## src/rtl/mm64a_pkg.sv

```systemverilog
`timescale 1ns / 1ps
`default_nettype none

package mm64a_pkg;

  localparam logic [63:0] MixMul   = 64'hc6a4a7935bd1e995;
  localparam int unsigned MixShift = 47;

  // Multiply operation being run, one-hot.
  typedef enum logic [4:0] {
    OP_INIT  = 5'b00001,  // seed ^ (len * M)
    OP_KMIX  = 5'b00010,  // k = word * M, then xor-shift
    OP_KFIN  = 5'b00100,  // h ^= k * M
    OP_HASH  = 5'b01000,  // h = h * M (tail bytes folded in first for a tail beat)
    OP_FINAL = 5'b10000   // final mix multiply
  } op_e;

  typedef struct packed {
    logic load_item;
    logic mul_start;
    op_e  op;
    logic commit;
    logic load_out;
  } cmd_t;

  typedef struct packed {
    logic first;
    logic last;
    logic full;
    logic tail;
    logic mul_done;
    logic out_free;
  } sts_t;

  function automatic logic [63:0] xorshift(input logic [63:0] v);
    return v ^ (v >> MixShift);
  endfunction

  // Keeps the low n bytes of a word.
  function automatic logic [63:0] tail_mask(input logic [2:0] n);
    logic [63:0] m;
    m = '0;
    for (int i = 0; i < 8; i++) begin
      m[i*8 +: 8] = {8{3'(i) < n}};
    end
    return m;
  endfunction

endpackage

`default_nettype wire

```

## src/rtl/murmur64a_hash_stream_core.sv

```systemverilog
`timescale 1ns / 1ps
`default_nettype none

// MurmurHash64A over a stream of little-endian 64-bit words. Load the seed
// through seed_we_i/seed_i while idle. Send one beat per word: first_i marks the
// opening beat (message_length_i is taken from it), byte_count_i gives the valid
// low bytes (8 or more is a full word, 1..7 a tail, 0 adds nothing) and last_i
// closes the message, after which one beat carrying hash_o comes out. Every
// 64-bit multiply by the mix constant runs on one shared 32 x 32 multiplier over
// three phases, with a start before them and a hand-back after. A beat takes
// 1 multiply for a first beat, 3 for a full word or 1 for a tail, and 1 more
// (plus the load of the output register) for a last beat. The block takes no
// new beat until it is through with the current one; the output register lets
// the next beat in while a finished hash waits.
module murmur64a_hash_stream_core (
  input  wire logic        clk_i,
  input  wire logic        rst_ni,
  // configuration
  input  wire logic        seed_we_i,
  input  wire logic [63:0] seed_i,
  // input beats
  input  wire logic        in_valid_i,
  output logic             in_stall_o,
  input  wire logic [63:0] word_i,
  input  wire logic [3:0]  byte_count_i,
  input  wire logic        first_i,
  input  wire logic        last_i,
  input  wire logic [30:0] message_length_i,
  // result beats
  output logic             out_valid_o,
  input  wire logic        out_stall_i,
  output logic [63:0]      hash_o
);
  import mm64a_pkg::*;

  cmd_t cmd;
  sts_t sts;

  // sequencer: accept, dispatch, walk the multiply steps, emit
  mm64a_ctrl u_ctrl (
    .clk_i      (clk_i),
    .rst_ni     (rst_ni),
    .in_valid_i (in_valid_i),
    .sts_i      (sts),
    .in_stall_o (in_stall_o),
    .cmd_o      (cmd)
  );

  // running hash, seed, held beat, multiplier and output register
  mm64a_dp u_dp (
    .clk_i            (clk_i),
    .rst_ni           (rst_ni),
    .seed_we_i        (seed_we_i),
    .seed_i           (seed_i),
    .word_i           (word_i),
    .byte_count_i     (byte_count_i),
    .first_i          (first_i),
    .last_i           (last_i),
    .message_length_i (message_length_i),
    .out_stall_i      (out_stall_i),
    .cmd_i            (cmd),
    .sts_o            (sts),
    .out_valid_o      (out_valid_o),
    .hash_o           (hash_o)
  );

endmodule

`default_nettype wire

```

## src/rtl/mm64a_mul.sv

```systemverilog
`timescale 1ns / 1ps
`default_nettype none

// 64 x 64 -> low 64 multiply by the mix constant, one 32 x 32 product per cycle.
module mm64a_mul (
  input  wire logic        clk_i,
  input  wire logic        rst_ni,
  input  wire logic        start_i,
  input  wire logic [63:0] a_i,
  output logic             done_o,
  output logic [63:0]      p_o
);
  import mm64a_pkg::*;

  logic [1:0]  ph_q;
  logic        done_q;
  logic [63:0] a_q;
  logic [63:0] p0_q;
  logic [31:0] x_q;

  logic [31:0] op_x, op_y;
  logic [63:0] prod;

  // ph 1: lo*lo, ph 2: lo*hi, ph 3: hi*lo (cross terms low halves only)
  assign op_x = (ph_q == 2'd3) ? a_q[63:32] : a_q[31:0];
  assign op_y = (ph_q == 2'd2) ? MixMul[63:32] : MixMul[31:0];
  assign prod = 64'(op_x) * 64'(op_y);

  always_ff @(posedge clk_i or negedge rst_ni) begin
    if (!rst_ni) begin
      ph_q   <= 2'd0;
      done_q <= 1'b0;
    end else begin
      done_q <= (ph_q == 2'd3);
      if (start_i) begin
        ph_q <= 2'd1;
      end else if (ph_q != 2'd0) begin
        ph_q <= (ph_q == 2'd3) ? 2'd0 : ph_q + 2'd1;
      end
    end
  end

  always_ff @(posedge clk_i) begin
    if (start_i) begin
      a_q <= a_i;
    end
    unique case (ph_q)
      2'd1:    p0_q <= prod;
      2'd2:    x_q  <= prod[31:0];
      2'd3:    x_q  <= x_q + prod[31:0];
      default: ;
    endcase
  end

  assign done_o = done_q;
  assign p_o    = p0_q + {x_q, 32'h0};

endmodule

`default_nettype wire

```

## src/rtl/mm64a_dp.sv

```systemverilog
`timescale 1ns / 1ps
`default_nettype none

module mm64a_dp (
  input  wire logic            clk_i,
  input  wire logic            rst_ni,
  input  wire logic            seed_we_i,
  input  wire logic [63:0]     seed_i,
  input  wire logic [63:0]     word_i,
  input  wire logic [3:0]      byte_count_i,
  input  wire logic            first_i,
  input  wire logic            last_i,
  input  wire logic [30:0]     message_length_i,
  input  wire logic            out_stall_i,
  input  wire mm64a_pkg::cmd_t cmd_i,
  output mm64a_pkg::sts_t      sts_o,
  output logic                 out_valid_o,
  output logic [63:0]          hash_o
);
  import mm64a_pkg::*;

  logic [63:0] seed_q, h_q, k_q, word_q, out_q;
  logic [30:0] len_q;
  logic [2:0]  cnt_q;
  logic        full_q, first_q, last_q, out_valid_q;

  logic        mul_done;
  logic [63:0] mul_p;
  logic [63:0] mul_a;

  always_comb begin
    unique case (cmd_i.op)
      OP_INIT:  mul_a = {33'd0, len_q};
      OP_KMIX:  mul_a = word_q;
      OP_KFIN:  mul_a = k_q;
      OP_HASH:  mul_a = full_q ? h_q : (h_q ^ (word_q & tail_mask(cnt_q)));
      OP_FINAL: mul_a = xorshift(h_q);
      default:  mul_a = h_q;
    endcase
  end

  mm64a_mul u_mul (
    .clk_i   (clk_i),
    .rst_ni  (rst_ni),
    .start_i (cmd_i.mul_start),
    .a_i     (mul_a),
    .done_o  (mul_done),
    .p_o     (mul_p)
  );

  always_ff @(posedge clk_i or negedge rst_ni) begin
    if (!rst_ni) begin
      seed_q      <= '0;
      h_q         <= '0;
      out_valid_q <= 1'b0;
    end else begin
      if (seed_we_i) begin
        seed_q <= seed_i;
      end
      if (cmd_i.commit) begin
        unique case (cmd_i.op)
          OP_INIT: h_q <= seed_q ^ mul_p;
          OP_KFIN: h_q <= h_q ^ mul_p;
          OP_HASH: h_q <= mul_p;
          default: ;
        endcase
      end
      if (cmd_i.load_out) begin
        out_valid_q <= 1'b1;
      end else if (!out_stall_i) begin
        out_valid_q <= 1'b0;
      end
    end
  end

  always_ff @(posedge clk_i) begin
    if (cmd_i.load_item) begin
      word_q  <= word_i;
      cnt_q   <= byte_count_i[2:0];
      full_q  <= byte_count_i[3];
      first_q <= first_i;
      last_q  <= last_i;
      len_q   <= message_length_i;
    end
    if (cmd_i.commit && cmd_i.op == OP_KMIX) begin
      k_q <= xorshift(mul_p);
    end
    if (cmd_i.load_out) begin
      out_q <= xorshift(mul_p);
    end
  end

  always_comb begin
    sts_o.first    = first_q;
    sts_o.last     = last_q;
    sts_o.full     = full_q;
    sts_o.tail     = !full_q && (cnt_q != 3'd0);
    sts_o.mul_done = mul_done;
    sts_o.out_free = !out_valid_q || !out_stall_i;
  end

  assign out_valid_o = out_valid_q;
  assign hash_o      = out_q;

endmodule

`default_nettype wire

```

## src/rtl/mm64a_ctrl.sv

```systemverilog
`timescale 1ns / 1ps
`default_nettype none

module mm64a_ctrl (
  input  wire logic            clk_i,
  input  wire logic            rst_ni,
  input  wire logic            in_valid_i,
  input  wire mm64a_pkg::sts_t sts_i,
  output logic                 in_stall_o,
  output mm64a_pkg::cmd_t      cmd_o
);
  import mm64a_pkg::*;

  typedef enum logic [7:0] {
    S_IDLE  = 8'b00000001,
    S_DISP  = 8'b00000010,
    S_INIT  = 8'b00000100,
    S_KMIX  = 8'b00001000,
    S_KFIN  = 8'b00010000,
    S_HASH  = 8'b00100000,
    S_FINAL = 8'b01000000,
    S_EMIT  = 8'b10000000
  } state_e;

  state_e state_q, state_d;
  logic   go_q;
  logic   in_mul;

  // Word step, else final mix, else idle, for the held item.
  function automatic state_e after_init(input sts_t s);
    priority if (s.full) return S_KMIX;
    else if (s.tail) return S_HASH;
    else if (s.last) return S_FINAL;
    else return S_IDLE;
  endfunction

  assign in_mul = (state_q == S_INIT) || (state_q == S_KMIX) || (state_q == S_KFIN) ||
                  (state_q == S_HASH) || (state_q == S_FINAL);

  always_comb begin
    state_d         = state_q;
    cmd_o.load_item = 1'b0;
    cmd_o.mul_start = go_q && in_mul;
    cmd_o.commit    = in_mul && sts_i.mul_done;
    cmd_o.load_out  = 1'b0;
    cmd_o.op        = OP_INIT;
    unique case (state_q)
      S_IDLE: begin
        if (in_valid_i) begin
          cmd_o.load_item = 1'b1;
          state_d         = S_DISP;
        end
      end
      S_DISP: state_d = sts_i.first ? S_INIT : after_init(sts_i);
      S_INIT: begin
        cmd_o.op = OP_INIT;
        if (sts_i.mul_done) state_d = after_init(sts_i);
      end
      S_KMIX: begin
        cmd_o.op = OP_KMIX;
        if (sts_i.mul_done) state_d = S_KFIN;
      end
      S_KFIN: begin
        cmd_o.op = OP_KFIN;
        if (sts_i.mul_done) state_d = S_HASH;
      end
      S_HASH: begin
        cmd_o.op = OP_HASH;
        if (sts_i.mul_done) state_d = sts_i.last ? S_FINAL : S_IDLE;
      end
      S_FINAL: begin
        cmd_o.op = OP_FINAL;
        if (sts_i.mul_done) state_d = S_EMIT;
      end
      S_EMIT: begin
        cmd_o.op = OP_FINAL;
        if (sts_i.out_free) begin
          cmd_o.load_out = 1'b1;
          state_d        = S_IDLE;
        end
      end
      default: state_d = S_IDLE;
    endcase
  end

  always_ff @(posedge clk_i or negedge rst_ni) begin
    if (!rst_ni) begin
      state_q <= S_IDLE;
      go_q    <= 1'b0;
    end else begin
      state_q <= state_d;
      go_q    <= (state_d != state_q);  // kick the multiplier on entry
    end
  end

  assign in_stall_o = (state_q != S_IDLE);

endmodule

`default_nettype wire

```

## config.mk

```make
export PLATFORM = sky130hd
export DESIGN_NAME = murmur64a_hash_stream_core
export DESIGN_NICKNAME = d
export VERILOG_FILES = /design/src/rtl/mm64a_pkg.sv /design/src/rtl/murmur64a_hash_stream_core.sv /design/src/rtl/mm64a_mul.sv /design/src/rtl/mm64a_dp.sv /design/src/rtl/mm64a_ctrl.sv
export SDC_FILE = /design/constraint.sdc
export NUM_CORES = 2
export LEC_CHECK = 0
export ABC_AREA = 1
export BUFFER_PORTS_ARGS = -buffer_cell sky130_fd_sc_hd__buf_2
export CORE_AREA = 2 2 471 473
export CTS_CLUSTER_SIZE = 30
export DETAILED_ROUTE_END_ITERATION = 12
export DIE_AREA = 0 0 473 475
export HOLD_SLACK_MARGIN = 0.05
export PLACE_DENSITY = 0.43
export SETUP_SLACK_MARGIN = 0.05
export SYNTH_ARGS = -nofsm -noshare
export SYNTH_HDL_FRONTEND = slang
export SYNTH_SLANG_ARGS = --single-unit
```

## constraint.sdc

```tcl
create_clock -name clk_i -period 14.47 [get_ports clk_i]
set_input_delay 0.7235 -clock clk_i [delete_from_list [all_inputs] [get_ports clk_i]]
set_output_delay 0.7235 -clock clk_i [all_outputs]
set_load 0.1 [all_outputs]
```

==> out/qor.csv <==
metric,value,unit
cts_tree,yes,
rsz0062_at_grt,no,
numCtsBuffers,55,
portBuffers,235,
max-slew-margin-rel,4.61,%
path_class,reg2reg,
critPathMaxStageDelay,940,ps
maxCapViolCount,0,
synth-seq-cells,530,
seq_area_frac_synth,28.9,%
yosysWarnings,0,
ctsResizeCount,0,
synth_edf_count,389,
final.setup.worst_slack,2930,ps
nFillCells,23600,
drive_gt1_share,8.33,%
crit_slowest_cell,nor2_1,
crit_top_cell,fa_1,
via_per_inst,4.57,
crit_required,14860,ps
layout_common_cells,"inv_1 (1313), nand2_1 (1168), fa_1 (615), ha_1 (467), edfxtp_1 (389)",
drtPass1Iterations,6,
worstMarginPinSlew,1430,ps
clock_sinks,530,
clk_latency,650,ps
hpwl,186000,microns
dr_total_vias,41200,
nets,7355,
grt_max_degree,82,
critPathLaunchType,flip-flop,
finish.utilization,27.0,%
tns,0,ps
pre_cts_ws,2950,ps
antenna_found_initial,25,
ant_nets,0,
syn_area_per_cell,8.99,sq um
synth_cell_types,58,
place.gp.congestion,0.960,
grt_pass1_wl,315000,microns
rows,172,
finClkSkew,33.7,ps
drt_iter0_drc,3599,
core_area,219000,sq um
ios,236,
cp-end-kind,flip-flop,
initial_utilization,24.0,%
die_w,473,microns
critPathMaxFanout,34,
syn_inst,5844,
clkTransAtPathRegs,70,ps
clock_path_buffers,3,
hp-class,in2async,
synth_top_area_share,23.4,%
max_freq,0.0866,GHz
synth.cell_area,52600,sq um
drcViolationCount,0,
hold_violations,0,
slew_viol_final,0,
grt_usage,19.5,%
post-route-min-period,11540,ps
finalSetupViolations,0,
die_area,225000,sq um
final_common_cell,inv_1,
dieHeight,475,microns
status,"complete, no violations",
htree_levels,2,
yosysTopAreaCell,fa_1,
synth.area.top_cells,"fa_1 (23%), edfxtp_1 (22%), ha_1 (11%)",
synthArstFlopShare,26.6,%
finalCritPeriodShare,79.8,%
post_cts_buffers,0,
whs,134,ps
cts_hold_buf,0,
wl_per_cell,24.5,microns
grt-ovfl-total,0,
arrival,11930,ps
cts_root_buf,clkbuf_16,
grt_pass1_vias,42200,
area_delta_synth_final,12.7,%
routed_wl,221000,microns
synth_ff_type,edfxtp_1,
[layer usage]
metal | up-vias | GRT usage [%] | part of all wire, %
met5 | - | 0 | 0.064
met4 | 22 | 3.13 | 1.7
met3 | 174 | 1.91 | 4.8
met2 | 1159 | 31.7 | 46
met1 | 20900 | 28.2 | 47
li1 | 18900 | - | -
[cell families (layout without fill, tap and decap cells)]
| kind of cell | Yosys count | in the layout | share of synthesized area, % |
|---|---|---|---|
| AND/OR/NAND/NOR | 1955 | 1955 | 15.6 |
| buffers and inverters | 1441 | 1742 | 10.5 |
| adder cells (fa/ha/maj) | 1084 | 1084 | 34.6 |
| AO/OA/AOI/OAI | 653 | 653 | 7.32 |
| flip-flops | 530 | 530 | 28.9 |
| XOR/XNOR | 162 | 162 | 2.70 |
| multiplexers | 17 | 17 | 0.364 |
| other | 2 | 7 | 0.0143 |
[Yosys cell counts (39+ instances only)]
| library cell | count |
|---|---|
| dfrtp_1 | 140 |
| clkbuf_1 | 50 |
| inv_1 | 1316 |
| buf_2 | 39 |
| fa_1 | 615 |
| xor2_1 | 119 |
| o211ai_1 | 48 |
| a21oi_1 | 169 |
| or2_2 | 40 |
| o21ai_0 | 252 |
| nand2_1 | 1168 |
| o21bai_1 | 50 |
| xnor2_1 | 43 |
| nand3_1 | 244 |
| nand4_1 | 62 |
| nor2_1 | 343 |
| nor3_1 | 39 |
| ha_1 | 469 |
| edfxtp_1 | 389 |
[per-stage QoR]
step           area (sq um)  instances
2_1_floorplan         52600       5846
3_3_place_gp          57400       8911
3_5_place_dp          57400       8915
4_1_cts               59200       9018
5_1_grt               59200       9018
6_report              59200       9021
[sequential cells by signal, indices dropped and copies added, names as in the netlist]
register and count:
u_dp.len_q 31, u_dp.last_q 1, u_dp.u_mul.x_q 32, u_dp.word_q 64, u_dp.hash_o 64, u_ctrl.go_q 1, u_dp.out_valid_o 1, u_dp.h_q 64
u_dp.seed_q 64, u_dp.k_q 64, u_dp.u_mul.done_o 1, u_dp.full_q 1, u_dp.u_mul.ph_q 2, u_dp.u_mul.p0_q 64, u_dp.u_mul.a_q 64, u_ctrl.state_q 8
u_dp.first_q 1, u_dp.cnt_q 3
[final timing paths]
path	end	from	depth (start not counted)	slack [ps]
worst min register to register	u_dp.seed_q[43]	u_dp.seed_q[43]	1	510
min in group clk_i	u_dp.len_q[9]	message_length_i[9]	1	250
max in group asynchronous	u_dp.seed_q[34]	rst_ni	2	12860
worst max-delay path	u_dp.u_mul.x_q[28]	u_dp.u_mul.ph_q[0]	36	2930
worst max register to register	u_dp.u_mul.x_q[28]	u_dp.u_mul.ph_q[0]	36	2930
worst min-delay path	u_dp.seed_q[28]	rst_ni	1	130
[critical path, delay by kind of cell (launching register included)]
kind / cells / cell delay, ps
and+or+nand+nor: 14 / 2870
AOI/OAI and AO/OA: 4 / 1140
adders and majority gates: 11 / 5290
DFF: 1 / 460
buffers and inverters: 7 / 1530
[cell type report]
class / count / area [sq um] / area share, %
Antenna cell: 3 / 7.51 / 0.0127
Clock buffer: 66 / 1430 / 2.41
Clock inverter: 37 / 374 / 0.632
Inverter: 1333 / 5000 / 8.45
Multi-Input combinational cell: 3875 / 31900 / 53.8
Sequential cell: 530 / 15200 / 25.7
Tap cell: 2871 / 3590 / 6.07
Timing Repair Buffer: 306 / 1730 / 2.91
Power is left out: the tool's default activity adds up to more than one toggle a clock period on the data nets, which glitch-free logic cannot reach.
